**config.mk**
```make
export PLATFORM = sky130hd
export DESIGN_NAME = pssm_cell
export DESIGN_NICKNAME = d
export VERILOG_FILES = /design/src/design/pssm_pkg.sv /design/src/design/pssm_cell.sv
export SDC_FILE = /design/constraint.sdc
export NUM_CORES = 1
export LEC_CHECK = 0
export BUFFER_PORTS_ARGS = -buffer_cell sky130_fd_sc_hd__buf_2
export CAP_MARGIN = 10
export CORE_MARGIN = 10
export CORE_UTILIZATION = 45
export DETAILED_ROUTE_END_ITERATION = 8
export GPL_TIMING_DRIVEN = 0
export PLACE_DENSITY = 0.61
export SETUP_SLACK_MARGIN = 0.5
export SLEW_MARGIN = 20
export SYNTH_ARGS = -nofsm -noshare
export SYNTH_HDL_FRONTEND = slang
export SYNTH_SLANG_ARGS = --single-unit
```
**constraint.sdc**
```tcl
create_clock -name clk -period 3.4 [get_ports clk]
set_clock_uncertainty 0.1 [all_clocks]
set_input_delay 1.02 -clock clk [delete_from_list [all_inputs] [get_ports clk]]
set_output_delay 1.02 -clock clk [all_outputs]
set_load 0.03 [all_outputs]
```
**src/design/pssm_pkg.sv**
```systemverilog
`default_nettype none
// ----------------------------------------------------------------------------
// pssm_pkg: shared types and constants of the scoring matrix scanner
// Field widths, matrix geometry, command codes and the control bundle
// that the scanner broadcasts to its column cells.
// ----------------------------------------------------------------------------
package pssm_pkg;

    // Matrix geometry.
    localparam int MAX_WIDTH     = 64;
    localparam int ALPHABET_SIZE = 20;
    localparam int MAX_ROW_LEN   = 65536;
    localparam int WIDX_W        = $clog2(MAX_WIDTH);

    // Field widths.
    localparam int COL_W     = 6;
    localparam int RES_W     = 5;
    localparam int SCORE_W   = 16;
    localparam int SUM_W     = 24;
    localparam int POS_W     = 16;
    localparam int WIDTH_W   = 7;

    // Configuration port.
    localparam int CFG_INDEX_W = 2;
    localparam int CFG_DATA_W  = 24;

    localparam logic [POS_W-1:0]   ROW_POS_MAX = POS_W'(MAX_ROW_LEN - 1);
    localparam logic signed [SUM_W-1:0] SUM_MIN = {1'b1, {(SUM_W-1){1'b0}}};
    localparam logic [WIDTH_W-1:0] WIDTH_RESET = WIDTH_W'(8);

    // Item command codes.
    typedef enum logic {
        FUNC_WRITE   = 1'b0,
        FUNC_RESIDUE = 1'b1
    } func_t;

    // Configuration register indexes.
    typedef enum logic [CFG_INDEX_W-1:0] {
        CFG_WINDOW_WIDTH  = 2'd0,
        CFG_HIT_THRESHOLD = 2'd1
    } cfg_reg_t;

    // Control broadcast from the scanner to every column cell.
    typedef struct packed {
        logic                       wr_en;
        logic [COL_W-1:0]           wr_col;
        logic [RES_W-1:0]           wr_res;
        logic signed [SCORE_W-1:0]  wr_score;
        logic                       rd_en;
        logic [RES_W-1:0]           rd_res;
        logic                       acc_en;
    } cell_ctrl_t;

    // Per-request bookkeeping that travels beside the cell chain.
    typedef struct packed {
        logic             full_window;
        logic [POS_W-1:0] start;
        logic             row_end;
    } pipe_info_t;

endpackage : pssm_pkg
`default_nettype wire

```
**src/design/pssm_cell.sv**
```systemverilog
`default_nettype none
// ----------------------------------------------------------------------------
// pssm_cell: one matrix column of the scanning chain
// Holds the scores of its column for every amino acid, looks up the score
// of the broadcast residue and adds it to the partial sum handed in by the
// previous column, passing the result on to the next column.
// ----------------------------------------------------------------------------
module pssm_cell import pssm_pkg::*;
(
    input  wire logic                    clk,
    input  wire logic [COL_W-1:0]        col_id,
    input  wire cell_ctrl_t              ctrl,
    input  wire logic signed [SUM_W-1:0] acc_in,
    output logic signed [SUM_W-1:0]      acc_out
);

    logic signed [SCORE_W-1:0] mem [ALPHABET_SIZE];
    logic signed [SCORE_W-1:0] rd_reg;
    logic signed [SUM_W-1:0]   acc_reg;

    // Table write: only this column, only real amino acids.
    always_ff @(posedge clk)
    begin
        if (ctrl.wr_en && (ctrl.wr_col == col_id) &&
            (ctrl.wr_res < RES_W'(ALPHABET_SIZE)))
        begin
            mem[ctrl.wr_res] <= ctrl.wr_score;
        end
    end

    // Score lookup; a residue code outside the alphabet scores zero.
    always_ff @(posedge clk)
    begin
        if (ctrl.rd_en)
        begin
            if (ctrl.rd_res < RES_W'(ALPHABET_SIZE))
            begin
                rd_reg <= mem[ctrl.rd_res];
            end
            else
            begin
                rd_reg <= '0;
            end
        end
    end

    // Partial window sum. Even a full window of extreme scores stays well
    // inside the 24-bit range, so the sum cannot overflow.
    always_ff @(posedge clk)
    begin
        if (ctrl.acc_en)
        begin
            acc_reg <= acc_in + {{(SUM_W-SCORE_W){rd_reg[SCORE_W-1]}}, rd_reg};
        end
    end

    assign acc_out = acc_reg;

endmodule : pssm_cell
`default_nettype wire

```
=== Word level (Yosys, flattened, before mapping) ===
Memory sizes are Yosys's and may differ from the RTL's. A register that Yosys moved wholly into a read port is not among the register bits.
Index checks and enable logic that the tools add are counted.

* Flip-flop bits (word level): 24
* RAM bits: 320
* Input port bits: 66
* Output and inout bits: 24
* Word-level logic and storage cells: 11
* Memories: 1

* $add $sub $neg: 1
* Order comparisons: 2
* Eq/ne operators: 1
* Multiplexer cells: 2
* Reductions and logical operators: 3

{| class="wikitable"
|+ Memories
! name !! words !! width !! rd ports !! clocked after memory_dff !! wr ports !! RTL line !! RTL
|-
| mem || 20 || 16 || 1 || 1 || 1 || pssm_cell.sv:17 || <nowiki>logic signed [SCORE_W-1:0] mem [ALPHABET_SIZE];</nowiki>
|}

{| class="wikitable"
|+ Operators by type and width
! kind !! number
|-
| 24-bit adder || 1
|-
| 5-bit < comparator, second input constant || 2
|-
| 6-bit == test || 1
|-
| 1-bit logical AND || 2
|-
| 1-bit two-way mux || 2
|-
| 1-bit logical NOT || 1
|}

=== Logic depth before layout (Yosys ltp) ===
Gate-level depths: netlist (run 1).

* Word-level depth: 5
* Mapped depth: 8
* Gate-level depth less buffers: 8

=== Least setup slack after synthesis (run 1) ===
No wires, ideal clock.

* Kind: input to register
* Start: input acc_in[0]
* End: register acc_reg[16], in the netlist acc_out[16] (data pin)
* Setup time: 264 ps
* Arrival time: 2,714 ps
* Required time: 3,036 ps
* Path slack: 321 ps
* Stages: 8
* Buffers on the path: 0
* Cells stage by stage: ha_1 -> fa_1 -> a21oi_1 -> o221ai_1 -> a21boi_2 -> a22oi_1 -> a211oi_1 -> xnor2_1

* Word-level cells in the longest chain between the ends: 1

{| class="wikitable"
|+ RTL lines
! what !! RTL line !! RTL
|-
| start, declared || pssm_cell.sv:13 || <nowiki>input wire logic signed [SUM_W-1:0] acc_in,</nowiki>
|-
| 24-bit adder || pssm_cell.sv:53 || <nowiki>acc_reg <= acc_in + {{(SUM_W-SCORE_W){rd_reg[SCORE_W-1]}}, rd_reg};</nowiki>
|-
| end signal, assigned || pssm_cell.sv:53 ||
|-
| end, declared || pssm_cell.sv:19 || <nowiki>logic signed [SUM_W-1:0] acc_reg;</nowiki>
|}

No other way between the ends.
A chain may end at the register's enable or synchronous reset.

=== Final worst setup path (run 1) ===
* Start: input ctrl[26] (netlist bit)
* End: memory mem[8][13], enable pin

* Word-level cells in the longest chain between the ends: 4

{| class="wikitable"
|+ RTL lines
! what !! RTL line !! RTL
|-
| start, declared || pssm_cell.sv:12 || <nowiki>input wire cell_ctrl_t ctrl,</nowiki>
|-
| 5-bit < comparator || pssm_cell.sv:25 || <nowiki>(ctrl.wr_res < RES_W'(ALPHABET_SIZE)))</nowiki>
|-
| 1-bit logical AND || pssm_cell.sv:24 || <nowiki>if (ctrl.wr_en && (ctrl.wr_col == col_id) &&</nowiki>
|-
| 1-bit two-way mux || pssm_cell.sv:24 ||
|-
| 1-bit two-way mux (not written as such) || pssm_cell.sv:27 || <nowiki>mem[ctrl.wr_res] <= ctrl.wr_score;</nowiki>
|-
| end, declared || pssm_cell.sv:17 ||
|}

Parallel ways exist; a longest one is shown, timed or not.

==> metrics.md, run 1 <==
| Metric | Value |
|---|---|
| Initial Utilization | 45.55% |
| Max incr delay on CP | 770 ps |
| Achievable clock frequency | around 350 MHz |
| Fin nets | 989 |
| Top_reg_cell synth | edfxtp_1 |
| Seq/Total Area, Yosys | 72.95% |
| CTS tree | done |
| Crit share post-route | 84.91% |
| CP Capture Type | flop |
| Die X | 201.5 um |
| DRT antenna net count | 0 |
| Total Wirelength | roughly 31 mm |
| Tightest Pin Transition | around 870 ps |
| Slew Limit Headroom | a little over two fifths |
| Vias after detailed routing | 7,548 |
| Delay-heaviest family, CP | simple AND/OR/NAND/NOR gates |
| Port Buffers | 85 |
| Yosys top cell area share | 72.95% |
| Clock latency on the worst-skew pair | between 500 and 600 ps |
| CP startpoint kind | input port |
| Slowest-stage cell, CP | or4_1 |
| Synth Cell Area | 14,820 sq um |
| Largest cells by area after synthesis | edfxtp_1, mux4_2, ha_1 |
| Via/cell ratio | 5.514 |
| Max-cap violations | 0 |
| TritonCTS Buffers | 38 |
| Total Power | 9.752 mW |
| Largest net degree at the start of global routing | 25 |
| Ports | 90 |
| Critical Path RT | 3520 ps |
| Total gr overflow | 0 |
| RSZ-0062 raised after global routing | yes |
| Initial antenna violation count | 0 |
| First-pass GRT wire length | 48.37 mm |
| Pins Over Slew Limit | 0 |
| Core Util, Final | 53.63% |
| Crit path buf inv count | 2 |
| Class of the worst hold path | flop to flop |
| Crit path DAT | ~3000 ps |
| Number of flip-flops in the largest register | 320 |
| Min cycle time layout | 2887 ps |
| Static Leakage | 5.795 nW |
| H-tree lvl count | 2 |
| Syn. warnings | 0 |
| DP Wirelength | between 20 and 25 mm |
| Clock Sinks | 360 |
| Setup-failing EPs final | 0 |
| Pwr dens | about 560 nW/um^2 |
| Count leader, synth | edfxtp_1 |
| Max VDD drop | 324.9 uV |
| CTS clk-pin slew, worst paths | 50 ps |
| Layout area overhead | 17.75% |
| Synth unique cells | 50 |
| Layout cells sized above 1 | roughly a third |
| Core area | around 33,000 sq um |
| Ys async rst share | 0% |
| Design area | between 15,000 and 20,000 sq um |
| Final Hold Viols | 0 |
| Post-synth EDFFs | 360 |
| Critical Path Fanout Max | 13 |
| Clk buf depth | 3 |
| Largest area contributor in the netlist | edfxtp_1 |
| FP Rows | 66 |
| ANT cells | 0 |
| Gr usage total | 15.45% |
| Outcome | finished, final reports clean |
| First-pass DRT Iterations | 5 |
| Most frequent cells after synthesis | edfxtp_1, mux4_2, nor2_1 |
| WL/cell | 22.95 um |
| Post-Syn Nets | 838 |
| CTS Root Cell | clkbuf_16 |
| Flop and latch count out of synthesis | 360 |
| Mapped Cells | 748 |
| Drt drc | 0 |
| Die Ht | about 200 um |
| Routability-driven placement congestion ratio | 0.8707 |
| Vias in the first global route | 7,916 |
| Die footprint | 40,590 sq um |
| Placed Area | 16,140 sq um |
| Crit Path Class | input port to flop |
| Syn avg cell area | 19.81 sq um |
| Worst path cell trace | buf_2, o21ai_0, nand4_1, or4_1, nor2_2, buf_6 |
| Starting DRT DRC Count | 636 |
[cell families (layout without fill, tap and decap cells)]
group / Yosys count / count (layout) / synth area share [%]
DFF: 360 / 360 / 72.95
AOI/OAI and AO/OA: 81 / 81 / 3.293
adders and majority gates: 24 / 24 / 2.077
muxes: 96 / 96 / 14.77
and+or+nand+nor: 104 / 104 / 3.513
xor gates and xnor gates: 28 / 28 / 1.655
buffers and inverters: 55 / 234 / 1.748
[worst paths after layout]
check,cells past startpoint,slack [ps],from,endpoint
worst min register to register,1,460,rd_reg[0]$_SDFFCE_PP0P_,acc_out[0]$_DFFE_PP_
worst max-delay path,6,510,ctrl[26],mem[8][13]$_DFFE_PP_
worst min-delay path,1,460,rd_reg[0]$_SDFFCE_PP0P_,acc_out[0]$_DFFE_PP_
worst max register to register,7,790,rd_reg[8]$_SDFFCE_PP0P_,acc_out[21]$_DFFE_PP_
[layout by cell type (no fill, tap or decap), drive strengths merged, types with 2 or more instances in the layout]
master,synthesis,layout
a21o,6,6
inv,22,24
o221ai,2,2
and4,2,2
or3,3,3
nand4,7,7
and2,2,2
nor2,35,35
xnor2,20,20
nand2,15,15
bufinv,0,3
a21oi,24,24
o21ai,31,31
mux4,96,96
xor2,8,8
nand3b,3,3
nand3,22,22
o21bai,2,2
nor3,6,6
a21boi,2,2
a211oi,3,3
ha,23,23
clkinvlp,0,2
a221oi,2,2
clkinv,0,17
edfxtp,360,360
clkbuf,19,63
buf,14,125
[final cells by class]
| cell class | count | area (sq um) |
|---|---|---|
| fill | 2603 | 15090 |
| sequential | 360 | 10810 |
| multi-input combinational | 333 | 3895 |
| clock buffer | 44 | 973.4 |
| timing repair buffer | 111 | 748.2 |
| tap | 442 | 553.0 |
| clock inverter | 24 | 210.2 |
| buffer | 33 | 176.4 |
| inverter | 22 | 82.58 |
[metrics by stage]
stage	cells	setup TNS, ps	hold WS, ps	worst slack [ps]
floorplan	748	0	412.8	350.7
global placement	1275	-210020	440.7	-943.6
detailed placement	1295	-6293	435.2	-182.8
CTS	1363	0	461.4	440.9
global route	1369	0	483.4	350.2
finish	1369	0	455.7	513.1
[worst register-to-register path, stage by stage (launching register included)]
cell and delay [ps]:
edfxtp_1 380, ha_1 420, nand4_1 230, nor3_4 370, nor3_2 120, o41ai_4 450, a221oi_1 150, xnor2_1 150
[power by group]
group / leakage, nW / internal, mW / switching, mW
Sequential: 3.27 / 4.97 / 0.0133
Combinational: 1.94 / 0.321 / 0.519
Clock: 0.580 / 2.29 / 1.64
[timing repair]
| action | in CTS | in global routing |
|---|---|---|
| endpoints found under the setup margin | 40 | 224 |
| pin swaps | 0 | 2 |
| resized for setup | 6 | 9 |
| hold endpoints to repair | 0 | 0 |
| setup buffers | 0 | 6 |
| hold buffers | 0 | 0 |
| gates cloned | 0 | 0 |
[routing by layer]
metal | share of wire [%] | global-route usage [%] | vias up | routed length, um
met1 | 44 | 21.12 | 3835 | 13790
li1 | - | - | 3394 | -
met5 | 0 | 0 | - | 0
met2 | 48 | 24.65 | 268 | 14930
met4 | 2.4 | 4.993 | 0 | 757
met3 | 6.2 | 2.843 | 51 | 1943
Power figures use the tool's default switching activity.
==> run 2: changes to the inputs <==
--- a/config.mk
+++ b/config.mk
@@ -5,13 +5,14 @@
 export SDC_FILE = /design/constraint.sdc
 export NUM_CORES = 1
 export LEC_CHECK = 0
+export ABC_AREA = 1
 export BUFFER_PORTS_ARGS = -buffer_cell sky130_fd_sc_hd__buf_2
 export CAP_MARGIN = 10
 export CORE_MARGIN = 10
 export CORE_UTILIZATION = 45
 export DETAILED_ROUTE_END_ITERATION = 8
 export GPL_TIMING_DRIVEN = 0
-export PLACE_DENSITY = 0.61
+export PLACE_DENSITY = 0.63
 export SETUP_SLACK_MARGIN = 0.5
 export SLEW_MARGIN = 20
 export SYNTH_ARGS = -nofsm -noshare
==> constraint.sdc (replaced) <==
create_clock -name clk -period 2.4 [get_ports clk]
set_clock_uncertainty 0.1 [all_clocks]
set_input_delay 0.72 -clock clk [delete_from_list [all_inputs] [get_ports clk]]
set_output_delay 0.72 -clock clk [all_outputs]
set_load 0.03 [all_outputs]
==> run 2 against run 1 <==
Die area increased by 7.2%; combinational power increased by 130%; non-clock buffer count increased by 91; core utilization increased by 4.5 points; via count increased by 56%; global-route usage increased by 4.7 points.
==> metrics.md, run 2 <==
| Metric | Value |
|---|---|
| Outcome | finished, final reports clean |
| Total gr overflow | 0 (unchanged) |
| CP Capture Type | flop |
| Crit Path Class | input port to flop |
| Starting DRT DRC Count | 1,162 (+83%) |
| Ys async rst share | 0% (unchanged) |
| Post-Syn Nets | 1,586 (+89%) |
| Syn avg cell area | 10.70 sq um (-46%) |
| Critical Path Fanout Max | 8 (-5) |
| Drt drc | 0 (unchanged) |
| Crit share post-route | 87.69% |
| Synth Cell Area | 16,010 sq um (+8.1%) |
| Clock latency on the worst-skew pair | 540 ps (+20 ps) |
| Design area | 20,530 sq um (+18%) |
| CTS Hold Bufs | 0 (unchanged) |
| Fillers | 2,796 (+7.4%) |
| Initial antenna violation count | 2 (+2) |
| CTS tree | done |
| Fin nets | 1,799 (+82%) |
| Final Hold Viols | 0 (unchanged) |
| Synth unique cells | 31 (-38%) |
| Pwr dens | 722.8 nW/um^2 (+29%) |
| Max-cap violations | 0 (unchanged) |
| Die Ht | 208.6 um (+3.6%) |
| Met1 usage | 26.76% (+5.6 points) |
| Initial Utilization | 45.35% (-0.19 points) |
| WL/cell | 21.04 um (-8.4%) |
| Placed Area | 17,070 sq um (+5.8%) |
| CTS clk-pin slew, worst paths | 60 ps (about the same) |
| Static Leakage | 7.842 nW (+35%) |
| Final std cells w/o fill | 2,202 (+61%) |
| Largest area contributor in the netlist | edfxtp_1 |
| Core Util, Final | 58.16% (+4.5 points) |
| DRT antenna net count | 0 (unchanged) |
| Crit path DAT | 2260 ps (-750 ps) |
| GR Layer Usage met2 | 32.21% (+7.6 points) |
| DP Wirelength | 29.46 mm (+35%) |
| Syn. warnings | 0 (unchanged) |
| Gr usage total | 20.12% (+4.7 points) |
| Clk buf depth | 3 (unchanged) |
| Largest net degree at the start of global routing | 25 (unchanged) |
| Flop and latch count out of synthesis | 360 (unchanged) |
| Worst path cell trace | buf_2, nor2_2, o21ai_1, nor2_4, buf_6, nand4_1, buf_4, buf_6, buf_12, nor2_4, clkbuf_16 |
| CP startpoint kind | input port |
| Die footprint | 43,530 sq um (+7.2%) |
| Number of flip-flops in the largest register | 320 (unchanged) |
| Placed cell count | 2,042 (+58%) |
| Clock Sinks | 360 (unchanged) |
| Top_reg_cell synth | edfxtp_1 |
| Vias after detailed routing | 11.81k (+56%) |
| Layout area overhead | 28.23% |
| Seq/Total Area, Yosys | 67.51% (-5.4 points) |
| Ports | 90 (unchanged) |
| RSZ-0062 raised after global routing | yes |
| TritonCTS Buffers | 40 (+5.3%) |
| Yosys top cell area share | 67.51% (-5.4 points) |
| FP Rows | 69 (+4.5%) |
| Core area | 35,310 sq um (+8.5%) |
| Critical Path RT | 2560 ps (-960 ps) |
| Vias in the first global route | 11.45k (+45%) |
| Tightest Pin Transition | 607.0 ps (-259.7 ps) |
| Routability-driven placement congestion ratio | 0.9263 (+6.4%) |
| Die X | 208.6 um (+3.6%) |
| Delay-heaviest family, CP | buffers and inverters |
| CTS Root Cell | clkbuf_16 |
| Via/cell ratio | 5.362 (-2.7%) |
| Largest cells by area after synthesis | edfxtp_1, nand2_1, nor2_1 |
| Setup TNS | 0 ps (unchanged) |
| First-pass DRT Iterations | 5 (unchanged) |
| Mapped Cells | 1,496 (+100%) |
| Count leader, synth | nand2_1 |
| M3 GR Usage | 3.519% (+0.68 points) |
| Min cycle time layout | 2104 ps |
| Most common cell after layout, fill and taps aside | edfxtp_1 |
| Layout cells sized above 1 | 25.11% (-7.4 points) |
| Slowest-stage cell, CP | clkbuf_16 |
| Gr busiest metal | met2 |
| Achievable clock frequency | about 480 MHz |
| Pins Over Slew Limit | 0 (unchanged) |
| Class of the worst hold path | input port to flop |
| Slew Limit Headroom | 59.53% (+17 points) |
| Post-synth EDFFs | 360 (unchanged) |
| Port Buffers | 85 (unchanged) |
| Total Wirelength | 46.32 mm (+47%) |
| Most frequent cells in the layout | edfxtp_1, nand2_1, nor2_1, nand3_1, o21ai_0 |
| Max incr delay on CP | 200 ps (-570 ps) |
| First-pass GRT wire length | 67.38 mm (+39%) |
| H-tree lvl count | 2 (unchanged) |
| Setup-failing EPs final | 0 (unchanged) |
| Most frequent cells after synthesis | nand2_1, edfxtp_1, nor2_1 |
| Crit path buf inv count | 6 (+4) |
| Max VDD drop | 581.7 uV (+79%) |
-- run 2: cell count changes after synthesis, moves of 14 or more --
cell	before	now
buf_2	6	20
nand3_1	22	118
o211ai_1	1	17
nor2_1	35	247
mux4_2	89	0
inv_1	22	88
o21ai_0	15	89
a21oi_1	24	40
nand2_1	15	397
xnor2_1	20	3
-- run 2: cell families after synthesis --
group	after synthesis	share of synthesized area, %
AND/OR/NAND/NOR	783	19.64
XOR/XNOR	13	0.7110
buffers and inverters	155	4.813
flip-flops	360	67.51
AO/OA/AOI/OAI	161	5.407
adder cells (fa/ha/maj)	24	1.922
-- run 2: area by class of cell --
class	count	area (sq um)	area share, %
multi-input combinational	981	5404	26.32
clock buffer	49	1035	5.039
inverter	91	346.6	1.688
sequential	360	10810	52.64
antenna	1	2.502	0.01219
timing repair buffer	171	1709	8.323
clock inverter	24	200.2	0.9749
tap	461	576.8	2.809
buffer	64	450.4	2.194
-- run 2: power breakdown --
part	switching (mW)	internal [mW]
clock network	2.42	3.39
registers	0.0416	7.04
logic	1.25	0.698
total	3.72	11.1
-- run 2: layer usage --
metal / routed length, um / vias to the layer above
li1: - / 5540
met1: 19360 / 5688
met2: 21870 / 472
met3: 3369 / 103
met4: 1694 / 4
met5: 26 / -
-- run 2: through the flow --
stage | hold WS (ps) | power [mW] | setup slack, ps
after global routing | 423.2 | 15.30 | 245.2
after CTS | 394.0 | 14.61 | 402.8
after floorplan | 412.8 | 8.101 | 1.939
after global placement | 443.3 | 8.649 | -1180
final | 423.9 | 14.84 | 295.6
after detailed placement | 449.2 | 8.668 | -1214
-- run 2: final timing paths --
kind	slack, ps	cells after the start	startpoint	end
hold reg to reg	530	1	rd_reg[0]$_SDFFCE_PP0P_	acc_out[0]$_DFFE_PP_
setup reg to reg	460	9	rd_reg[5]$_SDFFCE_PP0P_	acc_out[12]$_DFFE_PP_
hold / removal	420	2	acc_in[0]	acc_out[0]$_DFFE_PP_
setup / recovery	300	11	ctrl[26]	mem[12][15]$_DFFE_PP_
-- run 2: repair_timing --
action | CTS | global route
resized for setup | 134 | 163
buffers inserted | 51 | 27
setup endpoints to repair | 368 | 349
pin swaps | 37 | 76
gates cloned | 3 | 5
